[src/hdl/csb_pkg.sv]
// Shared types and constants for the color-keyed sprite blitter.
// Used by csb_front, csb_fifo, csb_back and color_keyed_sprite_blit.
// No dependencies.
package csb_pkg;

  // Configuration port widths
  localparam int CFG_INDEX_W = 3;
  localparam int CFG_DATA_W  = 17;

  // Field widths
  localparam int PIXEL_W = 16;
  localparam int ADDR_W  = 18;
  localparam int POS_W   = 10;  // on-frame column or row, at most 1023
  localparam int COUNT_W = 9;   // sprite column / row counters

  // Largest value a 9-bit position counter reaches before it must wrap
  localparam logic [COUNT_W-1:0] COUNT_MAX = '1;

  // Configuration register indexes
  typedef enum logic [CFG_INDEX_W-1:0] {
    REG_DEST_X            = 3'd0,
    REG_DEST_Y            = 3'd1,
    REG_SPRITE_WIDTH      = 3'd2,
    REG_SPRITE_HEIGHT     = 3'd3,
    REG_TRANSPARENT_COLOR = 3'd4,
    REG_PIXEL_MODE        = 3'd5
  } csb_reg_t;

  // One visible pixel, already clipped and keyed, waiting for its address
  typedef struct packed {
    logic [POS_W-1:0]   column;
    logic [POS_W-1:0]   row;
    logic [PIXEL_W-1:0] value;
  } csb_item_t;

endpackage

[src/hdl/csb_front.sv]
// Front end of the sprite blitter: configuration registers, sprite position
// counters, clipping and color-key test. Emits only visible pixels.
// Depends on csb_pkg.
module csb_front #(
  parameter int FRAME_WIDTH  = 512,
  parameter int FRAME_HEIGHT = 288
) (
  input  logic                                clk,
  input  logic                                rst,
  input  logic                                cfg_valid,
  input  logic [csb_pkg::CFG_INDEX_W-1:0]     cfg_index,
  input  logic [csb_pkg::CFG_DATA_W-1:0]      cfg_data,
  input  logic                                accept,
  input  logic [csb_pkg::PIXEL_W-1:0]         pixel_value,
  input  logic                                start_sprite,
  output logic                                item_valid,
  output csb_pkg::csb_item_t                  item
);
  import csb_pkg::*;

  localparam logic [11:0] FW = 12'(FRAME_WIDTH);
  localparam logic [11:0] FH = 12'(FRAME_HEIGHT);

  logic signed [9:0]  dest_x;
  logic signed [9:0]  dest_y;
  logic [9:0]         sprite_width;
  logic [8:0]         sprite_height;
  logic signed [16:0] transparent_color;
  logic               pixel_mode;

  logic [COUNT_W-1:0] column_count;
  logic [COUNT_W-1:0] row_count;
  logic [COUNT_W-1:0] column_count_next;
  logic [COUNT_W-1:0] row_count_next;

  logic [COUNT_W-1:0] col_eff;
  logic [COUNT_W-1:0] row_eff;
  logic [PIXEL_W-1:0] pix;
  logic [10:0]        fx;
  logic [10:0]        fy;
  logic               x_ok;
  logic               y_ok;
  logic               key_hit;
  logic [9:0]         col_inc;
  logic [9:0]         row_inc;

  // Configuration register file
  always_ff @(posedge clk) begin
    if (rst) begin
      dest_x            <= '0;
      dest_y            <= '0;
      sprite_width      <= 10'd1;
      sprite_height     <= 9'd1;
      transparent_color <= '1;
      pixel_mode        <= 1'b0;
    end else if (cfg_valid) begin
      unique case (csb_reg_t'(cfg_index))
        REG_DEST_X:            dest_x            <= cfg_data[9:0];
        REG_DEST_Y:            dest_y            <= cfg_data[9:0];
        REG_SPRITE_WIDTH:      sprite_width      <= cfg_data[9:0];
        REG_SPRITE_HEIGHT:     sprite_height     <= cfg_data[8:0];
        REG_TRANSPARENT_COLOR: transparent_color <= cfg_data;
        REG_PIXEL_MODE:        pixel_mode        <= cfg_data[0];
        default: ;
      endcase
    end
  end

  // Start flag places this pixel at sprite origin
  assign col_eff = start_sprite ? '0 : column_count;
  assign row_eff = start_sprite ? '0 : row_count;

  // Pixel value, narrowed in eight-bit mode
  assign pix = pixel_mode ? pixel_value : {8'h00, pixel_value[7:0]};

  // Frame position and clip test
  assign fx   = {dest_x[9], dest_x} + {2'b00, col_eff};
  assign fy   = {dest_y[9], dest_y} + {2'b00, row_eff};
  assign x_ok = !fx[10] && ({2'b00, fx[9:0]} < FW);
  assign y_ok = !fy[10] && ({2'b00, fy[9:0]} < FH);

  // A negative key never matches
  assign key_hit = !transparent_color[16] && (transparent_color[15:0] == pix);

  assign item_valid  = x_ok && y_ok && !key_hit;
  assign item.column = fx[9:0];
  assign item.row    = fy[9:0];
  assign item.value  = pix;

  // Counter advance; zero size acts as one, width caps at 512
  assign col_inc = {1'b0, col_eff} + 10'd1;
  assign row_inc = {1'b0, row_eff} + 10'd1;

  always_comb begin
    if (col_inc >= sprite_width || col_eff == COUNT_MAX) begin
      column_count_next = '0;
      if (row_inc >= {1'b0, sprite_height} || row_eff == COUNT_MAX) begin
        row_count_next = '0;
      end else begin
        row_count_next = row_inc[COUNT_W-1:0];
      end
    end else begin
      column_count_next = col_inc[COUNT_W-1:0];
      row_count_next    = row_eff;
    end
  end

  always_ff @(posedge clk) begin
    if (rst) begin
      column_count <= '0;
      row_count    <= '0;
    end else if (accept) begin
      column_count <= column_count_next;
      row_count    <= row_count_next;
    end
  end

endmodule

[src/hdl/csb_fifo.sv]
// Short queue of visible pixels between front and back ends.
// Depends on csb_pkg.
module csb_fifo #(
  parameter int DEPTH = 4
) (
  input  logic               clk,
  input  logic               rst,
  input  logic               wr_en,
  input  csb_pkg::csb_item_t wr_data,
  output logic               full,
  input  logic               rd_en,
  output csb_pkg::csb_item_t rd_data,
  output logic               empty
);
  import csb_pkg::*;

  localparam int PTR_W = (DEPTH > 1) ? $clog2(DEPTH) : 1;
  localparam int CNT_W = $clog2(DEPTH + 1);
  localparam logic [PTR_W-1:0] LAST = PTR_W'(DEPTH - 1);
  localparam logic [CNT_W-1:0] FULL_COUNT = CNT_W'(DEPTH);

  csb_item_t          mem [DEPTH];
  logic [PTR_W-1:0]   wr_ptr;
  logic [PTR_W-1:0]   rd_ptr;
  logic [CNT_W-1:0]   count;
  logic               do_wr;
  logic               do_rd;

  assign full  = (count == FULL_COUNT);
  assign empty = (count == '0);
  assign do_wr = wr_en && !full;
  assign do_rd = rd_en && !empty;

  // Storage
  always_ff @(posedge clk) begin
    if (do_wr) begin
      mem[wr_ptr] <= wr_data;
    end
  end

  assign rd_data = mem[rd_ptr];

  // Pointers and fill count
  always_ff @(posedge clk) begin
    if (rst) begin
      wr_ptr <= '0;
      rd_ptr <= '0;
      count  <= '0;
    end else begin
      if (do_wr) begin
        wr_ptr <= (wr_ptr == LAST) ? '0 : wr_ptr + 1'b1;
      end
      if (do_rd) begin
        rd_ptr <= (rd_ptr == LAST) ? '0 : rd_ptr + 1'b1;
      end
      if (do_wr && !do_rd) begin
        count <= count + 1'b1;
      end else if (do_rd && !do_wr) begin
        count <= count - 1'b1;
      end
    end
  end

endmodule

[src/hdl/csb_back.sv]
// Back end of the sprite blitter: forms the frame address and holds the
// write in an output register until it is popped.
// Depends on csb_pkg.
module csb_back #(
  parameter int FRAME_WIDTH = 512
) (
  input  logic                          clk,
  input  logic                          rst,
  input  logic                          q_empty,
  input  csb_pkg::csb_item_t            q_data,
  output logic                          q_pop,
  input  logic                          pop,
  output logic                          empty,
  output logic [csb_pkg::ADDR_W-1:0]    frame_address,
  output logic [csb_pkg::PIXEL_W-1:0]   write_value
);
  import csb_pkg::*;

  localparam int PROD_W = 24;

  logic              out_valid;
  logic              load;
  logic [PROD_W-1:0] addr_full;

  // Row times frame width plus column, kept to the address width
  assign addr_full = PROD_W'(q_data.row) * PROD_W'(FRAME_WIDTH) + PROD_W'(q_data.column);

  assign load  = !q_empty && (!out_valid || pop);
  assign q_pop = load;
  assign empty = !out_valid;

  always_ff @(posedge clk) begin
    if (rst) begin
      out_valid <= 1'b0;
    end else if (load) begin
      out_valid <= 1'b1;
    end else if (pop) begin
      out_valid <= 1'b0;
    end
  end

  always_ff @(posedge clk) begin
    if (load) begin
      frame_address <= addr_full[ADDR_W-1:0];
      write_value   <= q_data.value;
    end
  end

endmodule

[src/hdl/color_keyed_sprite_blit.sv]
// Color-keyed, clipped sprite blitter: top level.
// Depends on csb_pkg, csb_front, csb_fifo, csb_back.
//
//   channel   handshake          payload
//   -------   ----------------   ---------------------------------------
//   pixels    push / full        pixel_value, start_sprite
//   writes    pop / empty        frame_address, write_value
//   config    cfg_valid/ready    cfg_index, cfg_data
//
// One pixel is taken per cycle while full is low; a visible pixel's write
// passes through the queue, then the output register, before it appears
// on the result ports.
// full rises when the QUEUE_DEPTH-entry queue fills behind a stalled output.
// Reset clears the counters, the queue and the output; config regs take
// their defaults. Configuration is always ready.
module color_keyed_sprite_blit #(
  parameter int FRAME_WIDTH  = 512,
  parameter int FRAME_HEIGHT = 288,
  parameter int QUEUE_DEPTH  = 4
) (
  input  logic                                clk,
  input  logic                                rst,
  input  logic                                push,
  output logic                                full,
  input  logic [csb_pkg::PIXEL_W-1:0]         pixel_value,
  input  logic                                start_sprite,
  input  logic                                pop,
  output logic                                empty,
  output logic [csb_pkg::ADDR_W-1:0]          frame_address,
  output logic [csb_pkg::PIXEL_W-1:0]         write_value,
  input  logic                                cfg_valid,
  output logic                                cfg_ready,
  input  logic [csb_pkg::CFG_INDEX_W-1:0]     cfg_index,
  input  logic [csb_pkg::CFG_DATA_W-1:0]      cfg_data
);
  import csb_pkg::*;

  logic      accept;
  logic      item_valid;
  csb_item_t item;
  logic      q_full;
  logic      q_empty;
  logic      q_pop;
  csb_item_t q_data;

  assign cfg_ready = 1'b1;
  assign full      = q_full;
  assign accept    = push && !q_full;

  // Front: counters, clip, key
  csb_front #(
    .FRAME_WIDTH  (FRAME_WIDTH),
    .FRAME_HEIGHT (FRAME_HEIGHT)
  ) u_front (
    .clk          (clk),
    .rst          (rst),
    .cfg_valid    (cfg_valid),
    .cfg_index    (cfg_index),
    .cfg_data     (cfg_data),
    .accept       (accept),
    .pixel_value  (pixel_value),
    .start_sprite (start_sprite),
    .item_valid   (item_valid),
    .item         (item)
  );

  // Queue between front and back
  csb_fifo #(
    .DEPTH (QUEUE_DEPTH)
  ) u_fifo (
    .clk     (clk),
    .rst     (rst),
    .wr_en   (accept && item_valid),
    .wr_data (item),
    .full    (q_full),
    .rd_en   (q_pop),
    .rd_data (q_data),
    .empty   (q_empty)
  );

  // Back: address and output register
  csb_back #(
    .FRAME_WIDTH (FRAME_WIDTH)
  ) u_back (
    .clk           (clk),
    .rst           (rst),
    .q_empty       (q_empty),
    .q_data        (q_data),
    .q_pop         (q_pop),
    .pop           (pop),
    .empty         (empty),
    .frame_address (frame_address),
    .write_value   (write_value)
  );

endmodule

[config.mk]
export PLATFORM = sky130hd
export DESIGN_NAME = color_keyed_sprite_blit
export DESIGN_NICKNAME = d
export VERILOG_FILES = /design/src/hdl/csb_pkg.sv /design/src/hdl/csb_front.sv /design/src/hdl/csb_fifo.sv /design/src/hdl/csb_back.sv /design/src/hdl/color_keyed_sprite_blit.sv
export SDC_FILE = /design/constraint.sdc
export NUM_CORES = 1
export LEC_CHECK = 0
export BUFFER_PORTS_ARGS = -buffer_cell sky130_fd_sc_hd__buf_4
export CAP_MARGIN = 10
export CORE_ASPECT_RATIO = 0.8
export CORE_MARGIN = 2
export CORE_UTILIZATION = 60
export CTS_CLUSTER_DIAMETER = 60
export DETAILED_ROUTE_END_ITERATION = 10
export GPL_ROUTABILITY_DRIVEN = 0
export PLACE_DENSITY = 0.86
export SYNTH_ARGS = -nofsm -noshare
export SYNTH_HDL_FRONTEND = slang
export SYNTH_SLANG_ARGS = --single-unit
export TNS_END_PERCENT = 10
[constraint.sdc]
create_clock -name clk -period 6.3 [get_ports clk]
set_input_delay 0.63 -clock clk [delete_from_list [all_inputs] [get_ports clk]]
set_output_delay 0.63 -clock clk [all_outputs]
set_load 0.02 [all_outputs]
; Word level (Yosys, flattened, before mapping)
; Memory sizes are Yosys's and may differ from the RTL's. A register that Yosys moved wholly into a read port is not among the register bits.
; Cells that the tools add are included.
[totals]
n_memories = 1
output_inout_bits = 37
ram_bits = 144
inputBits = 42
word_cells = 89
ff_bits = 117
[classes]
magnitude_cmp = 4
add_sub_neg = 9
eq_ne = 11
n_reduce_logical = 34
mux = 16
[mem_list]
columns = memory, words, width, read_ports, rd_clocked_by_memory_dff, write_ports, line_no
row1 = u_fifo.mem, 4, 36, 1, 1, 1, csb_fifo.sv:22  ; csb_item_t mem [DEPTH];
[ops]
columns = operator, count
row1 = two-way mux 9 bit, 5
row2 = adder 10 x 10 -> 11 bit, 2
row3 = adder 9 x 1 -> 10 bit (second input constant), 2
row4 = adder 18 x 10 -> 18 bit, 1
row5 = equality test 9 bit (second input constant), 2
row6 = equality test 16 bit, 1
row7 = two-way mux 16 bit, 1
row8 = logical AND 1 bit, 12
row9 = AND reduction 2 bit, 6
row10 = >= comparator 10 bit, 1
row11 = >= comparator 10 x 9 -> 1 bit, 1
row12 = < comparator 10 bit (second input constant), 1
row13 = < comparator 10 x 9 -> 1 bit (second input constant), 1
row14 = equality test 3 bit (second input constant), 3
row15 = logical NOT 1 bit, 9
row16 = two-way mux 2 bit, 4
row17 = equality test 3 x 2 -> 1 bit (second input constant), 2
row18 = logical NOT 3 bit, 2
row19 = two-way mux 3 bit, 2
row20 = adder 2 x 1 -> 2 bit (second input constant), 2
row21 = equality test 2 bit (second input constant), 2
row22 = two-way mux 1 bit, 4
row23 = nonzero test 2 bit, 2
row24 = adder 3 x 1 -> 3 bit (second input constant), 1
row25 = other kinds (3), 5

; Logic depth before layout (Yosys ltp)
[logic_depth]
depth_word = 12
mapped_depth = 17
depth_no_buf = 16

; By module
; From an unflattened synthesis, not the netlist that was laid out.
[unflattened]
cells_unflattened = 961
hier_area_um2 = 12019.0
[by_module_without_submodules]
columns = module, area_per_inst_um2, instances, cells_each, seq_area_each_um2
row1 = csb_fifo, 5699.2, 1, 238, 4504.3
row2 = csb_front, 5091.1, 1, 661, 1501.4
row3 = csb_back, 1202.4, 1, 58, 1041.0
row4 = color_keyed_sprite_blit, 26.3, 1, 4, 0.0

; Least setup slack after synthesis
; Ideal clock, no wire load.
[synth_path]
path_kind = input to register
start = in start_sprite
end = reg u_fifo.count[2]
n_path_buf = 2
arrival_ns = 4.368
path_stages = 17
slack_ns = 1.862
setup_time_ns = 0.070
required_ns = 6.230
cell_sequence = clkbuf_1 > clkbuf_1 > nor2b_1 > ha_1 > ha_1 > o21ai_0 > a32o_2 > o21a_4 > xnor2_1 > o41a_1 > nor4_4 > ha_1 > inv_1 > fa_1 > xor2_1 > or3_1 > a21oi_1
[synth_rtl]
columns = element, line_no
row1 = from (decl), color_keyed_sprite_blit.sv:26  ; input logic start_sprite,
row2 = to (signal assigned), csb_fifo.sv:57  ; count <= count + 1'b1;
row3 = to (signal assigned), csb_fifo.sv:59  ; count <= count - 1'b1;
row4 = to (decl), csb_fifo.sv:25  ; logic [CNT_W-1:0] count;

==> results.ini <==
[drt]
routed_via_density = 5.961
wirelength_um = 24730
topRoutingLayerUsed = met4
routedWlPerCell_um = 19.61
drc = 0
drtPass1Iterations = 5
antenna_left = 0
drt-initial-drc-count = 743
vias = 7517
route.met3.wl_um = 2136
dr_wl_met2_um = 11350
met1_length_um = 10610

[cells_and_area]
stdcell_area_um2 = 13050
drive_gt1_frac = 0.1645
regArea_um2 = 6928
area_growth_pct = 13.21
fin_cells = 1261
fillers = 1302
antenna_cells = 0
multi_input_area_um2 = 4288
final_nets = 1078

[clock_tree]
cts_sinks = 259
cts_buffer_depth = 3
cts_setup_buffers = 0
insertion_delay_ns = 0.53
cts_buffers = 25
cts_tree = yes
cts_root_buf = clkbuf_16
postCtsHoldBufs = 0
htreeDepth = 1
cts_resized = 0
clk_pin_slew_ns = 0.06

[global_route]
grt_max_degree = 78
grt_overflow_total = 0
grt_pass1_wl_um = 38420
track_usage = 0.2427
first_global_vias = 7161
antenna_found_initial = 0

[logic_synthesis]
ys_types = 61
yosys.area.top_type = edfxtp_1
synth_xor_area_frac = 0.03190
ys_seq_elements = 259
synthFlopType = edfxtp_1
ys_async_sr_fraction = 0
ys_seq_area_frac = 0.6007
synth-compound-area-share = 0.09245
synth_edf_count = 174
synth-simple-area-share = 0.1120
synth.top_cell.area_share = 0.4531
syn_inst = 917
syn_nets = 1008
yosys.area_share.adder = 0.05447
synth_top_family_by_area = simple AND/OR/NAND/NOR gates
yosysWarnings = 0
synthesis.area_um2 = 11530
synth_area_per_cell_um2 = 12.57
synthMuxAreaShare = 0.07932
yosys-top-cells-area = edfxtp_1 (45%), dfxtp_1 (15%), mux4_2 (6.8%)

[power_and_ir_drop]
p_leak_nw = 4.650
power_density_nw_per_um2 = 362.2
p_total_mw = 4.728
peakVddDrop_mv = 0.2494

[min_path]
min_to = u_front.transparent_color[15]$_SDFFE_PP1P_
hp-start = cfg_data[15]
hold_class = in -> reg
hold_depth = 3

[setup_path]
cp-start-kind = register
reg2reg_depth = 15
path_max_fanout = 7
cp_top_family = compound AO/OA/AOI/OAI gates
cp.arrival_ns = 4.94
cp_num_buf_inv = 1
regToRegSetupSlack_ns = 1.81
crit_chain = nor2b_1 -> ha_1 -> ha_1 -> o21ai_0 -> a32o_2 -> o21a_4 -> xnor2_1 -> o41a_1 -> nor4_4 -> ha_1 -> inv_1 -> fa_1 -> xor2_1 -> or3_1 -> a21oi_1
rr_startpoint = u_front.row_count[0]$_SDFFE_PP0P_
cpPeakStageDelay_ns = 0.49
crit_type = reg -> reg
crit_path_end_kind = register
crit_slowest_cell = o41a_1
path_common_cell = ha_1
crit_required_ns = 6.75
worstReg2RegEnd = u_fifo.count[2]$_SDFFE_PP0P_

[die]
die_w_um = 159.0
io_pins = 79
die-area_um2 = 20350
fp-row-count = 45
core-area_um2 = 18920
die_h_um = 128.0
initial_core_util = 0.6095

[sta]
rsz0062_at_grt = no
hold_viol = 0
finalSetupTns_ns = 0
tightest_slew_ns = 1.114
setup_viol = 0
whs_ns = 0.3054
timing.slew.headroom = 0.2570
slew_violations = 0
finalCritPeriodShare = 0.7132
clock-skew-final_ns = 0.01166
finalCriticalPeriod_ns = 4.493
timing.fmax_mhz = 222.6

[status]
status = complete, no violations

[placement]
dp_cells = 1218
dpl_cell_area_um2 = 12310
dp_hpwl_um = 16030
portBuffers = 77

[flow_run]
max_cap_viol_count = 0

==> power by group <==
group | switching (mW) | leakage, nW | internal [mW]
registers | 0.120 | 2.25 | 2.14
clock network | 0.606 | 0.366 | 0.772
logic | 0.615 | 2.03 | 0.479
total | 1.34 | 4.65 | 3.39
==> cell type report <==
type	instances	area share
inverters	44	0.01265
clock inverters	11	0.006901
well taps	258	0.02473
flip-flops and latches	259	0.5307
repair buffers	81	0.04658
multi-input cells	576	0.3285
clock buffers	32	0.04994
==> logic make-up after synthesis <==
kind of cell	after synthesis
AO/OA/AOI/OAI	163
XOR/XNOR	42
adder cells (fa/ha/maj)	49
buffers and inverters	82
flip-flops	259
multiplexers	47
other	1
AND/OR/NAND/NOR	274
==> worst min-delay path, stage by stage <==
cell and delay, ns:
buf_4 0.07, mux2i_1 0.05, nand2_1 0.06
==> how the worst max path moves through the flow <==
stage | from | to | slack, ns | depth (start not counted)
2_1_floorplan | start_sprite | u_fifo.count[2]$_SDFFE_PP0P_ | 1.86 | 17
3_3_place_gp | start_sprite | u_fifo.count[2]$_SDFFE_PP0P_ | 1.78 | 16
3_5_place_dp | start_sprite | u_fifo.count[2]$_SDFFE_PP0P_ | 1.64 | 16
4_1_cts | u_front.row_count[0]$_SDFFE_PP0P_ | u_fifo.count[2]$_SDFFE_PP0P_ | 1.91 | 15
5_1_grt | u_front.row_count[0]$_SDFFE_PP0P_ | u_fifo.count[2]$_SDFFE_PP0P_ | 1.59 | 15
6_report | u_front.row_count[0]$_SDFFE_PP0P_ | u_fifo.count[2]$_SDFFE_PP0P_ | 1.81 | 15
==> flip-flops by register name, summed over array words and instances, names as in the netlist, named ones only <==
register,cells
u_fifo.mem,140
u_fifo.wr_ptr,2
u_back.write_value,16
u_fifo.rd_ptr,2
u_fifo.count,3
u_front.sprite_height,9
u_back.out_valid,1
u_front.dest_y,10
u_front.pixel_mode,1
u_front.column_count,9
u_front.row_count,9
u_front.dest_x,10
u_front.sprite_width,10
u_front.transparent_color,17
u_back.frame_address,18
==> synth_stat cells, types with 2 or more instances <==
master	count
or2_2	2
and2_1	7
nand4_1	3
xor2_1	24
nand3b_1	7
nor2_1	41
nor4_1	4
o21ai_0	18
nand2b_1	9
ha_1	47
buf_2	5
a2111oi_0	4
a21o_1	7
a31oi_1	4
o211ai_1	6
a21oi_1	69
a21boi_0	5
nand3_1	25
a211oi_1	8
a211o_1	13
and3_1	5
o31ai_1	3
mux4_2	35
nor3b_1	2
dfxtp_1	85
edfxtp_1	174
or3_1	3
buf_4	3
fa_1	2
o221ai_1	2
nor2b_1	25
nand2_1	124
mux2i_1	10
clkbuf_1	29
o21a_1	3
o32ai_1	5
and2_2	4
nor3_1	11
o41a_1	2
xnor2_1	18
inv_1	44
==> per-layer routing <==
layer / GRT usage / vias up
met5: 0 / -
met1: 0.3407 / 3613
met2: 0.3953 / 344
li1: - / 3505
met4: 0.07166 / 0
met3: 0.04335 / 55
==> stage by stage <==
step                utilization  worst slack [ns]
finish                   0.6900             1.807
global route             0.6900             1.593
CTS                      0.6900             1.907
detailed placement       0.6508             1.641
global placement         0.6508             1.778
floorplan                     -             1.862
==> cells in the final DEF, fill, tap and decap left out, types with 3 or more instances in the layout <==
cell type  Yosys  layout
edfxtp_1     174     174
nand2_1      124     124
dfxtp_1       85      84
buf_4          3      81
a21oi_1       69      68
ha_1          47      47
inv_1         44      44
nor2_1        41      41
mux4_2        35      35
nand3_1       25      25
nor2b_1       25      25
clkbuf_16      0      25
xor2_1        24      24
xnor2_1       18      18
o21ai_0       18      18
a211o_1       13      13
nor3_1        11      10
mux2i_1       10      10
nand2b_1       9       9
a211oi_1       8       8
and2_1         7       7
a21o_1         7       7
nand3b_1       7       7
clkbuf_1      29       7
o211ai_1       6       6
and3_1         5       5
a21boi_0       5       5
o32ai_1        5       5
clkinv_2       0       5
nor4_1         4       4
a2111oi_0      4       4
and2_2         4       4
a31oi_1        4       4
clkinv_1       0       4
nand4_1        3       3
or3_1          3       3
o31ai_1        3       3
o21a_1         3       3
Note: power is estimated with default switching activity, not from simulation.
